**config.mk**
```make
export PLATFORM = sky130hd
export DESIGN_NAME = expression_tokenizer
export DESIGN_NICKNAME = d
export VERILOG_FILES = /design/src/rtl/et_pkg.sv /design/src/rtl/et_front.sv /design/src/rtl/et_queue.sv /design/src/rtl/et_back.sv /design/src/rtl/expression_tokenizer.sv
export VERILOG_INCLUDE_DIRS = /design/src /design/src/rtl
export SDC_FILE = /design/constraint.sdc
export NUM_CORES = 1
export LEC_CHECK = 0
export ABC_AREA = 1
export BUFFER_PORTS_ARGS = -buffer_cell sky130_fd_sc_hd__buf_2
export CORE_MARGIN = 1
export CORE_UTILIZATION = 30
export DETAILED_ROUTE_END_ITERATION = 16
export PLACE_DENSITY = 0.52
export SYNTH_ARGS = -nofsm -noshare
export SYNTH_HDL_FRONTEND = slang
export SYNTH_HIERARCHICAL = 1
export SYNTH_SLANG_ARGS = --single-unit
```
**constraint.sdc**
```tcl
create_clock -name clk_i -period 9.3 [get_ports clk_i]
set_clock_uncertainty 0.05 [all_clocks]
set_input_delay 0.465 -clock clk_i [delete_from_list [all_inputs] [get_ports clk_i]]
set_output_delay 0.465 -clock clk_i [all_outputs]
set_load 0.005 [all_outputs]
```
**src/rtl/assert_macros.svh**
```systemverilog
// Assertion helpers for the RTL, included by expression_tokenizer.
`ifndef ASSERT_MACROS_SVH
`define ASSERT_MACROS_SVH

// Same-cycle implication, disabled during reset.
`define ET_ASSERT_NOW(label, clk, rst_n, ante, cons, msg) \
  label: assert property (@(posedge clk) disable iff (!rst_n) (ante) |-> (cons)) \
    else $error(msg);

// Next-cycle implication, disabled during reset.
`define ET_ASSERT_NEXT(label, clk, rst_n, ante, cons, msg) \
  label: assert property (@(posedge clk) disable iff (!rst_n) (ante) |=> (cons)) \
    else $error(msg);

`endif

```
**src/rtl/et_pkg.sv**
```systemverilog
`timescale 1ns / 1ps
package et_pkg;

  localparam int IndexWidthDefault = 16;
  localparam int QueueDepthDefault = 2;
  localparam int OutIndexWidth     = 16;
  localparam int MaxTokens         = 3;

  localparam logic [7:0] ChAt     = 8'h40;  // '@'
  localparam logic [7:0] ChA      = 8'h61;  // 'a'
  localparam logic [7:0] ChM      = 8'h6d;  // 'm'
  localparam logic [7:0] ChD      = 8'h64;  // 'd'
  localparam logic [7:0] ChU      = 8'h75;  // 'u'
  localparam logic [7:0] ChL      = 8'h6c;  // 'l'
  localparam logic [7:0] ChSpace  = 8'h20;
  localparam logic [7:0] ChLParen = 8'h28;
  localparam logic [7:0] ChRParen = 8'h29;
  localparam logic [7:0] ChComma  = 8'h2c;
  localparam logic [7:0] ChZero   = 8'h30;
  localparam logic [7:0] ChNine   = 8'h39;

  typedef enum logic [2:0] {
    MODE_IDLE    = 3'd0,
    MODE_OPERAND = 3'd1,
    MODE_NAME1   = 3'd2,
    MODE_NAME2   = 3'd3,
    MODE_SKIP    = 3'd4,
    MODE_ERROR   = 3'd5
  } scan_mode_e;

  typedef enum logic [2:0] {
    TOK_OPERAND = 3'd0,
    TOK_ADD     = 3'd1,
    TOK_MUL     = 3'd2,
    TOK_ERROR   = 3'd3,
    TOK_END     = 3'd4
  } tok_kind_e;

  typedef struct packed {
    logic [7:0] text_char;
    logic       end_of_text;
  } in_item_t;

  typedef struct packed {
    tok_kind_e                  token_kind;
    logic [OutIndexWidth-1:0]   operand_index;
    logic                       index_overflow;
    logic                       index_empty;
    logic                       last_of_run;
  } out_item_t;

  // All tokens caused by one character; count is 1..3.
  typedef struct packed {
    logic [1:0]                 count;
    out_item_t [MaxTokens-1:0]  toks;
  } bundle_t;

  typedef struct packed {
    logic    valid;
    bundle_t bundle;
  } head_t;

endpackage

```
**src/rtl/et_front.sv**
```systemverilog
`timescale 1ns / 1ps
module et_front #(
  parameter int INDEX_WIDTH = et_pkg::IndexWidthDefault
) (
  input  logic             clk_i,
  input  logic             rst_ni,
  input  logic             in_valid_i,
  input  et_pkg::in_item_t in_item_i,
  output logic             in_ready_o,
  input  logic             full_i,
  output logic             push_o,
  output et_pkg::bundle_t  bundle_o
);
  import et_pkg::*;

  scan_mode_e             mode_q, mode_d;
  logic                   mul_q, mul_d;
  logic [INDEX_WIDTH-1:0] acc_q, acc_d;
  logic                   dseen_q, dseen_d;
  logic                   ovf_q, ovf_d;

  logic                   accept;
  logic [7:0]             c;
  logic                   is_digit;
  logic                   is_sep;
  logic [3:0]             digit;
  logic [INDEX_WIDTH+3:0] acc_x10;
  logic                   sat;
  logic [INDEX_WIDTH-1:0] acc_step;
  logic                   name_hit;

  out_item_t [MaxTokens-1:0] toks;
  logic [1:0]                n;

  assign in_ready_o = !full_i;
  assign accept     = in_valid_i && in_ready_o;
  assign c          = in_item_i.text_char;
  assign is_digit   = (c >= ChZero) && (c <= ChNine);
  assign is_sep     = (c == ChSpace) || (c == ChLParen) || (c == ChRParen) || (c == ChComma);
  assign digit      = 4'(c - ChZero);

  // acc*10 + digit by shift-add; saturate when the high bits are set
  assign acc_x10  = {1'b0, acc_q, 3'b000} + {3'b000, acc_q, 1'b0} +
                    {{INDEX_WIDTH{1'b0}}, digit};
  assign sat      = |acc_x10[INDEX_WIDTH+3:INDEX_WIDTH];
  assign acc_step = sat ? '1 : acc_x10[INDEX_WIDTH-1:0];

  // expected letter of the operator name in the current name position
  assign name_hit = (mode_q == MODE_NAME1) ? (c == (mul_q ? ChU : ChD)) :
                                             (c == (mul_q ? ChL : ChD));

  // next state
  always_comb begin
    logic do_idle;
    mode_d  = mode_q;
    mul_d   = mul_q;
    acc_d   = acc_q;
    dseen_d = dseen_q;
    ovf_d   = ovf_q;
    do_idle = 1'b0;

    unique case (mode_q)
      MODE_OPERAND: begin
        if (is_digit) begin
          dseen_d = 1'b1;
          acc_d   = acc_step;
          ovf_d   = ovf_q | sat;
        end else begin
          acc_d   = '0;
          dseen_d = 1'b0;
          ovf_d   = 1'b0;
          mode_d  = MODE_IDLE;
          do_idle = 1'b1;
        end
      end
      MODE_NAME1: mode_d = name_hit ? MODE_NAME2 : MODE_ERROR;
      MODE_NAME2: mode_d = name_hit ? MODE_SKIP : MODE_ERROR;
      MODE_SKIP:  mode_d = MODE_IDLE;
      MODE_ERROR: mode_d = MODE_ERROR;
      default:    do_idle = 1'b1;
    endcase

    if (do_idle) begin
      if (c == ChAt) begin
        mode_d  = MODE_OPERAND;
        acc_d   = '0;
        dseen_d = 1'b0;
        ovf_d   = 1'b0;
      end else if (c == ChA) begin
        mode_d = MODE_NAME1;
        mul_d  = 1'b0;
      end else if (c == ChM) begin
        mode_d = MODE_NAME1;
        mul_d  = 1'b1;
      end else if (is_sep) begin
        mode_d = MODE_IDLE;
      end else begin
        mode_d = MODE_ERROR;
      end
    end

    if (in_item_i.end_of_text) begin
      mode_d  = MODE_IDLE;
      mul_d   = 1'b0;
      acc_d   = '0;
      dseen_d = 1'b0;
      ovf_d   = 1'b0;
    end
  end

  // tokens caused by the current character
  always_comb begin
    logic idle_path;
    logic open_op;
    logic fresh_op;
    logic open_name;
    toks      = '0;
    n         = 2'd0;
    idle_path = 1'b0;
    open_op   = 1'b0;
    fresh_op  = 1'b0;
    open_name = 1'b0;

    unique case (mode_q)
      MODE_OPERAND: begin
        if (is_digit) begin
          open_op = 1'b1;
        end else begin
          toks[n].token_kind     = TOK_OPERAND;
          toks[n].operand_index  = OutIndexWidth'(acc_q);
          toks[n].index_overflow = ovf_q;
          toks[n].index_empty    = !dseen_q;
          n         = n + 2'd1;
          idle_path = 1'b1;
        end
      end
      MODE_NAME1: begin
        if (name_hit) begin
          open_name = 1'b1;
        end else begin
          toks[n].token_kind = TOK_ERROR;
          n = n + 2'd1;
        end
      end
      MODE_NAME2: begin
        toks[n].token_kind = !name_hit ? TOK_ERROR : (mul_q ? TOK_MUL : TOK_ADD);
        n = n + 2'd1;
      end
      MODE_SKIP, MODE_ERROR: begin
      end
      default: idle_path = 1'b1;
    endcase

    if (idle_path) begin
      if (c == ChAt) begin
        fresh_op = 1'b1;
      end else if (c == ChA || c == ChM) begin
        open_name = 1'b1;
      end else if (!is_sep) begin
        toks[n].token_kind = TOK_ERROR;
        n = n + 2'd1;
      end
    end

    if (in_item_i.end_of_text) begin
      if (open_op) begin
        toks[n].token_kind     = TOK_OPERAND;
        toks[n].operand_index  = OutIndexWidth'(acc_step);
        toks[n].index_overflow = ovf_q | sat;
        toks[n].index_empty    = 1'b0;
        n = n + 2'd1;
      end else if (fresh_op) begin
        toks[n].token_kind  = TOK_OPERAND;
        toks[n].index_empty = 1'b1;
        n = n + 2'd1;
      end else if (open_name) begin
        toks[n].token_kind = TOK_ERROR;
        n = n + 2'd1;
      end
      toks[n].token_kind = TOK_END;
      n = n + 2'd1;
    end

    for (int i = 0; i < MaxTokens; i++) begin
      toks[i].last_of_run = (n == 2'(i + 1));
    end
  end

  assign push_o   = accept && (n != 2'd0);
  assign bundle_o = {n, toks};

  always_ff @(posedge clk_i or negedge rst_ni) begin
    if (!rst_ni) begin
      mode_q  <= MODE_IDLE;
      mul_q   <= 1'b0;
      acc_q   <= '0;
      dseen_q <= 1'b0;
      ovf_q   <= 1'b0;
    end else if (accept) begin
      mode_q  <= mode_d;
      mul_q   <= mul_d;
      acc_q   <= acc_d;
      dseen_q <= dseen_d;
      ovf_q   <= ovf_d;
    end
  end

endmodule

```
**src/rtl/et_queue.sv**
```systemverilog
`timescale 1ns / 1ps
module et_queue #(
  parameter int DEPTH = et_pkg::QueueDepthDefault
) (
  input  logic            clk_i,
  input  logic            rst_ni,
  input  logic            push_i,
  input  et_pkg::bundle_t push_data_i,
  output logic            full_o,
  output et_pkg::head_t   head_o,
  input  logic            pop_i
);
  import et_pkg::*;

  localparam int PtrW = (DEPTH > 1) ? $clog2(DEPTH) : 1;
  localparam int CntW = $clog2(DEPTH + 1);

  bundle_t         slots_q [DEPTH];
  logic [PtrW-1:0] wr_q, rd_q;
  logic [CntW-1:0] cnt_q;

  assign full_o = (cnt_q == CntW'(DEPTH));
  assign head_o = {(cnt_q != '0), slots_q[rd_q]};

  always_ff @(posedge clk_i) begin
    if (push_i) begin
      slots_q[wr_q] <= push_data_i;
    end
  end

  always_ff @(posedge clk_i or negedge rst_ni) begin
    if (!rst_ni) begin
      wr_q  <= '0;
      rd_q  <= '0;
      cnt_q <= '0;
    end else begin
      if (push_i) begin
        wr_q <= (wr_q == PtrW'(DEPTH - 1)) ? '0 : wr_q + 1'b1;
      end
      if (pop_i) begin
        rd_q <= (rd_q == PtrW'(DEPTH - 1)) ? '0 : rd_q + 1'b1;
      end
      if (push_i && !pop_i) begin
        cnt_q <= cnt_q + 1'b1;
      end else if (pop_i && !push_i) begin
        cnt_q <= cnt_q - 1'b1;
      end
    end
  end

endmodule

```
**src/rtl/et_back.sv**
```systemverilog
`timescale 1ns / 1ps
module et_back (
  input  logic              clk_i,
  input  logic              rst_ni,
  input  et_pkg::head_t     head_i,
  output logic              pop_o,
  output logic              out_valid_o,
  input  logic              out_ready_i,
  output et_pkg::out_item_t out_item_o
);
  import et_pkg::*;

  logic [1:0] sel_q;
  logic       take;
  logic       last_tok;

  assign out_valid_o = head_i.valid;
  assign out_item_o  = head_i.bundle.toks[sel_q];
  assign take        = out_valid_o && out_ready_i;
  assign last_tok    = (sel_q == head_i.bundle.count - 2'd1);
  assign pop_o       = take && last_tok;

  // walks the tokens of the head bundle, one per accepted item
  always_ff @(posedge clk_i or negedge rst_ni) begin
    if (!rst_ni) begin
      sel_q <= 2'd0;
    end else if (take) begin
      sel_q <= last_tok ? 2'd0 : sel_q + 2'd1;
    end
  end

endmodule

```
**src/rtl/expression_tokenizer.sv**
```systemverilog
`timescale 1ns / 1ps
// channel   dir  handshake             payload
// input     in   in_valid_i/in_ready_o   in_item_i   (text_char, end_of_text)
// output    out  out_valid_o/out_ready_i out_item_o  (token, index, flags, last)
//
// One character accepted per cycle while the token queue has room; the front
// decodes it in that cycle and queues the 0..3 tokens it causes as one entry.
// The back sends one token per cycle while out_ready_i is high.
// Reset returns the scanner to idle and empties the queue.
// Output stalls fill the queue; input stalls only when it is full.
module expression_tokenizer #(
  parameter int INDEX_WIDTH = et_pkg::IndexWidthDefault,
  parameter int QUEUE_DEPTH = et_pkg::QueueDepthDefault
) (
  input  logic              clk_i,
  input  logic              rst_ni,
  input  logic              in_valid_i,
  output logic              in_ready_o,
  input  et_pkg::in_item_t  in_item_i,
  output logic              out_valid_o,
  input  logic              out_ready_i,
  output et_pkg::out_item_t out_item_o
);
  import et_pkg::*;
`include "assert_macros.svh"

  logic    push;
  logic    full;
  logic    pop;
  bundle_t bundle;
  head_t   head;

  logic    eot_in;
  logic    end_out;
  logic    other_out;
  logic    other_clean;

  et_front #(.INDEX_WIDTH(INDEX_WIDTH)) u_front (
    .clk_i      (clk_i),
    .rst_ni     (rst_ni),
    .in_valid_i (in_valid_i),
    .in_item_i  (in_item_i),
    .in_ready_o (in_ready_o),
    .full_i     (full),
    .push_o     (push),
    .bundle_o   (bundle)
  );

  et_queue #(.DEPTH(QUEUE_DEPTH)) u_queue (
    .clk_i       (clk_i),
    .rst_ni      (rst_ni),
    .push_i      (push),
    .push_data_i (bundle),
    .full_o      (full),
    .head_o      (head),
    .pop_i       (pop)
  );

  et_back u_back (
    .clk_i       (clk_i),
    .rst_ni      (rst_ni),
    .head_i      (head),
    .pop_o       (pop),
    .out_valid_o (out_valid_o),
    .out_ready_i (out_ready_i),
    .out_item_o  (out_item_o)
  );

  assign eot_in      = in_valid_i && in_ready_o && in_item_i.end_of_text;
  assign end_out     = out_valid_o && (out_item_o.token_kind == TOK_END);
  assign other_out   = out_valid_o && (out_item_o.token_kind != TOK_OPERAND);
  assign other_clean = (out_item_o.operand_index == '0) && !out_item_o.index_overflow &&
                       !out_item_o.index_empty;

  `ET_ASSERT_NEXT(a_eot_yields_token, clk_i, rst_ni, eot_in, out_valid_o, "end of text lost")

  `ET_ASSERT_NOW(a_end_is_last, clk_i, rst_ni, end_out, out_item_o.last_of_run, "end not last")

  `ET_ASSERT_NOW(a_non_operand_clean, clk_i, rst_ni, other_out, other_clean, "stray index")

endmodule
```
==> results_dict.tcl <==
set metrics [dict create \
    cp.arrival_ns 5.15 \
    rsz0062_at_grt "no" \
    grt_max_degree 70 \
    final_nets 1016 \
    worstPathCellList "inv_2 > nand2_1 > nor2_2 > nand2_4 > inv_1 > nor2_1 > inv_1 > ha_1 > or2_1 > nand2_2 > inv_1 > ha_1 > inv_1 > o21ai_0 > ha_1 > o21ai_1 > inv_1 > a21oi_2 > inv_1 > nor2_4 > buf_4" \
    cap_violations 0 \
    ios 37 \
    synth_ff_type "edfxtp_1" \
    io_buffers 36 \
    syn_inst 937 \
    cp.required_ns 9.29 \
    synth-seq-area-share_pct 51.2 \
    num_vias 6442 \
    cts_sinks 164 \
    post_cts_buffers 0 \
    drt_iter0_drc 438 \
    post-route-util_pct 34.0 \
    synth_seq_cells 164 \
    path_buf_inv 8 \
    async_reset_ff_share_pct 17.1 \
    worstPathMaxFanout 68 \
    drc 0 \
    rows 64 \
    path_class "reg -> reg" \
    path_clk_slew_ns 0.07 \
    power.density_nw_per_um2 279 \
    antenna_found_initial 0 \
    synth.distinct_cells 46 \
    max-slew-margin-rel_pct 28.7 \
    overflow 0 \
    place_congestion 0.798 \
    syn_nets 992 \
    crit_path_frequent_cell "inv_1" \
    finalSetupViolations 0 \
    final_common_cell "nand2_1" \
    slew_viol_final 0 \
    hp-class "in -> async" \
    core_area_um2 30600 \
    p_total_mw 2.91 \
    startpoint_type "flop" \
    design_area_um2 10400 \
    hold_violations 0 \
    seqPwrFrac_pct 37.3 \
    clock_latency_ns 0.42 \
    cts_buffers 17 \
    leakage_nw 4.57 \
    yosys_warnings 6 \
    cpPeakStageDelay_ns 0.72 \
    cts_max_path_buffers 2 \
    cts_tree "built" \
    drt.antenna.violating_nets 0 \
    wirelength_um 22300 \
    diodes 0 \
    via_per_inst 4.70 \
    crit_path_top_delay_cell "buf_4" \
    max_freq_mhz 194 \
    status "finished, final reports clean" \
    syn_area_um2 9340 \
    grt_pass1_vias 6445 \
    dp_hpwl_um 15000 \
    fp.dieH_um 178 \
    cts-root-buf "clkbuf_16" \
    die_x_um 178 \
    max_slew.worst_pin.slew_ns 1.07 \
    cts-resized-gates 0 \
    ir_drop_mv 0.122 \
    drive_gt1_share_pct 20.1 \
    period_needed_ns 5.16 \
    setup_tns_ns 0 \
    most-common-layout-cells "205 x nand2_1, 136 x edfxtp_1, 87 x nor2_1" \
    critPathCaptureType "flop" \
    dr.pass1.iters 5 \
    syn2layout_area_growth_pct 11.5 \
    wire_per_inst_um 16.2 \
    p_sw_share_pct 35.8 \
    timing.final.crit_share_pct 55.4 \
    cellInternalPower_mw 1.87 \
    avgSynthCellArea_um2 9.97 \
    hold_buffers 0 \
    grt_pass1_wl_um 35400 \
    path_delay_family "buffers and inverters" \
    htreeDepth 4 \
    start_util_pct 30.5 \
    power.share.clock_pct 25.3 \
    die-area_um2 31800 \
    switchingPower_mw 1.04 \
    grt_usage_pct 14.6 \
    comb_power_share_pct 37.4 \
    post_dp_cell_area_um2 9790 \
    synth_edf_count 136 \
]
-- final timing paths --
kind                                   start                      to  slack, ns  cells after the start
setup reg to reg           u_front/mode_q[1]  u_queue/slots_q[0][55]       4.14                     21
hold reg to reg             u_queue/cnt_q[1]        u_queue/cnt_q[1]       0.43                      2
max in group asynchronous             rst_ni            u_queue/rd_q       8.55                      1
min in group clk_i               out_ready_i         u_back/sel_q[0]       0.39                      7
hold / removal                        rst_ni         u_back/sel_q[0]       0.08                      1
setup / recovery           u_front/mode_q[1]  u_queue/slots_q[0][55]       4.14                     21
-- cells in the mapped netlist (2+ instances only) --
master,instances,area share (%)
nor4_1,2,0.13
nor2_8,2,0.43
a31oi_1,2,0.13
a21oi_1,23,1.2
buf_2,9,0.48
nand2_1,205,8.2
mux2_2,58,7.0
xor2_1,5,0.47
o22ai_1,7,0.47
nand4_1,4,0.27
fa_1,2,0.43
buf_8,2,0.32
edfxtp_1,136,44
buf_6,10,1.2
xnor2_1,9,0.84
ha_1,40,5.4
clkbuf_1,10,0.40
nand2_4,2,0.24
dfrtp_1,28,7.5
nand2_2,21,1.4
nor2_2,2,0.13
nor2_1,88,3.5
inv_1,76,3.1
nand3_1,53,2.8
nand3b_1,4,0.32
buf_4,5,0.40
o21ai_0,38,2.0
mux2_4,10,1.6
a21oi_2,3,0.28
inv_2,5,0.20
nand3_2,13,1.4
nor3_1,7,0.38
a21o_1,3,0.24
o21ai_1,40,2.1
and3_1,2,0.13
-- registers in the layout, indices dropped and copies added (netlist names), 2 cells and up --
signal,flops
u_queue/slots_q,136
u_front/acc_q,16
u_front/mode_q,3
u_back/sel_q,2
u_queue/cnt_q,2
-- metrics by stage --
| stage | std cells | hold WS [ns] | setup WS (ns) |
|---|---|---|---|
| 5_1_grt | 1370 | 0.132 | 3.76 |
| 3_5_place_dp | 1338 | 0.413 | 3.96 |
| 2_1_floorplan | 937 | 0.119 | 2.61 |
| 4_1_cts | 1370 | 0.105 | 4.16 |
| 6_report | 1370 | 0.0849 | 4.14 |
| 3_3_place_gp | 1338 | 0.411 | 4.04 |
-- logic make-up after synthesis --
| kind of cell | synth area share (%) |
|---|---|
| compound gates | 6.89 |
| xor+xnor | 1.31 |
| fa+ha+maj | 5.79 |
| buf+inv | 6.54 |
| flops | 51.2 |
| mux | 8.60 |
| simple gates | 19.7 |
-- routing by layer --
metal / GRT usage (%) / up-vias / part of all wire, % / routed length [um]
li1: - / 3235 / - / -
met1: 21.6 / 3099 / 52 / 11700
met2: 22.0 / 101 / 44 / 9700
met3: 2.39 / 7 / 3.4 / 753
met4: 3.46 / 0 / 0.61 / 135
met5: 0 / - / 0 / 0
-- area by class of cell --
type / count / area [um^2]
fillers: 3137 / 20200
flip-flops and latches: 164 / 4790
multi-input cells: 652 / 3950
well taps: 396 / 495
clock buffers: 18 / 429
inverters: 84 / 328
repair buffers: 42 / 225
clock inverters: 14 / 196
-- power by group through the flow --
stage	Combinational (mW)	Clock, mW	Sequential [mW]
floorplan	0.809	0	1.10
global placement	1.11	0	1.10
detailed placement	1.11	0	1.10
CTS	1.11	0.751	1.09
global route	1.21	0.781	1.10
finish	1.09	0.737	1.09
(Power assumes the default switching activity.)
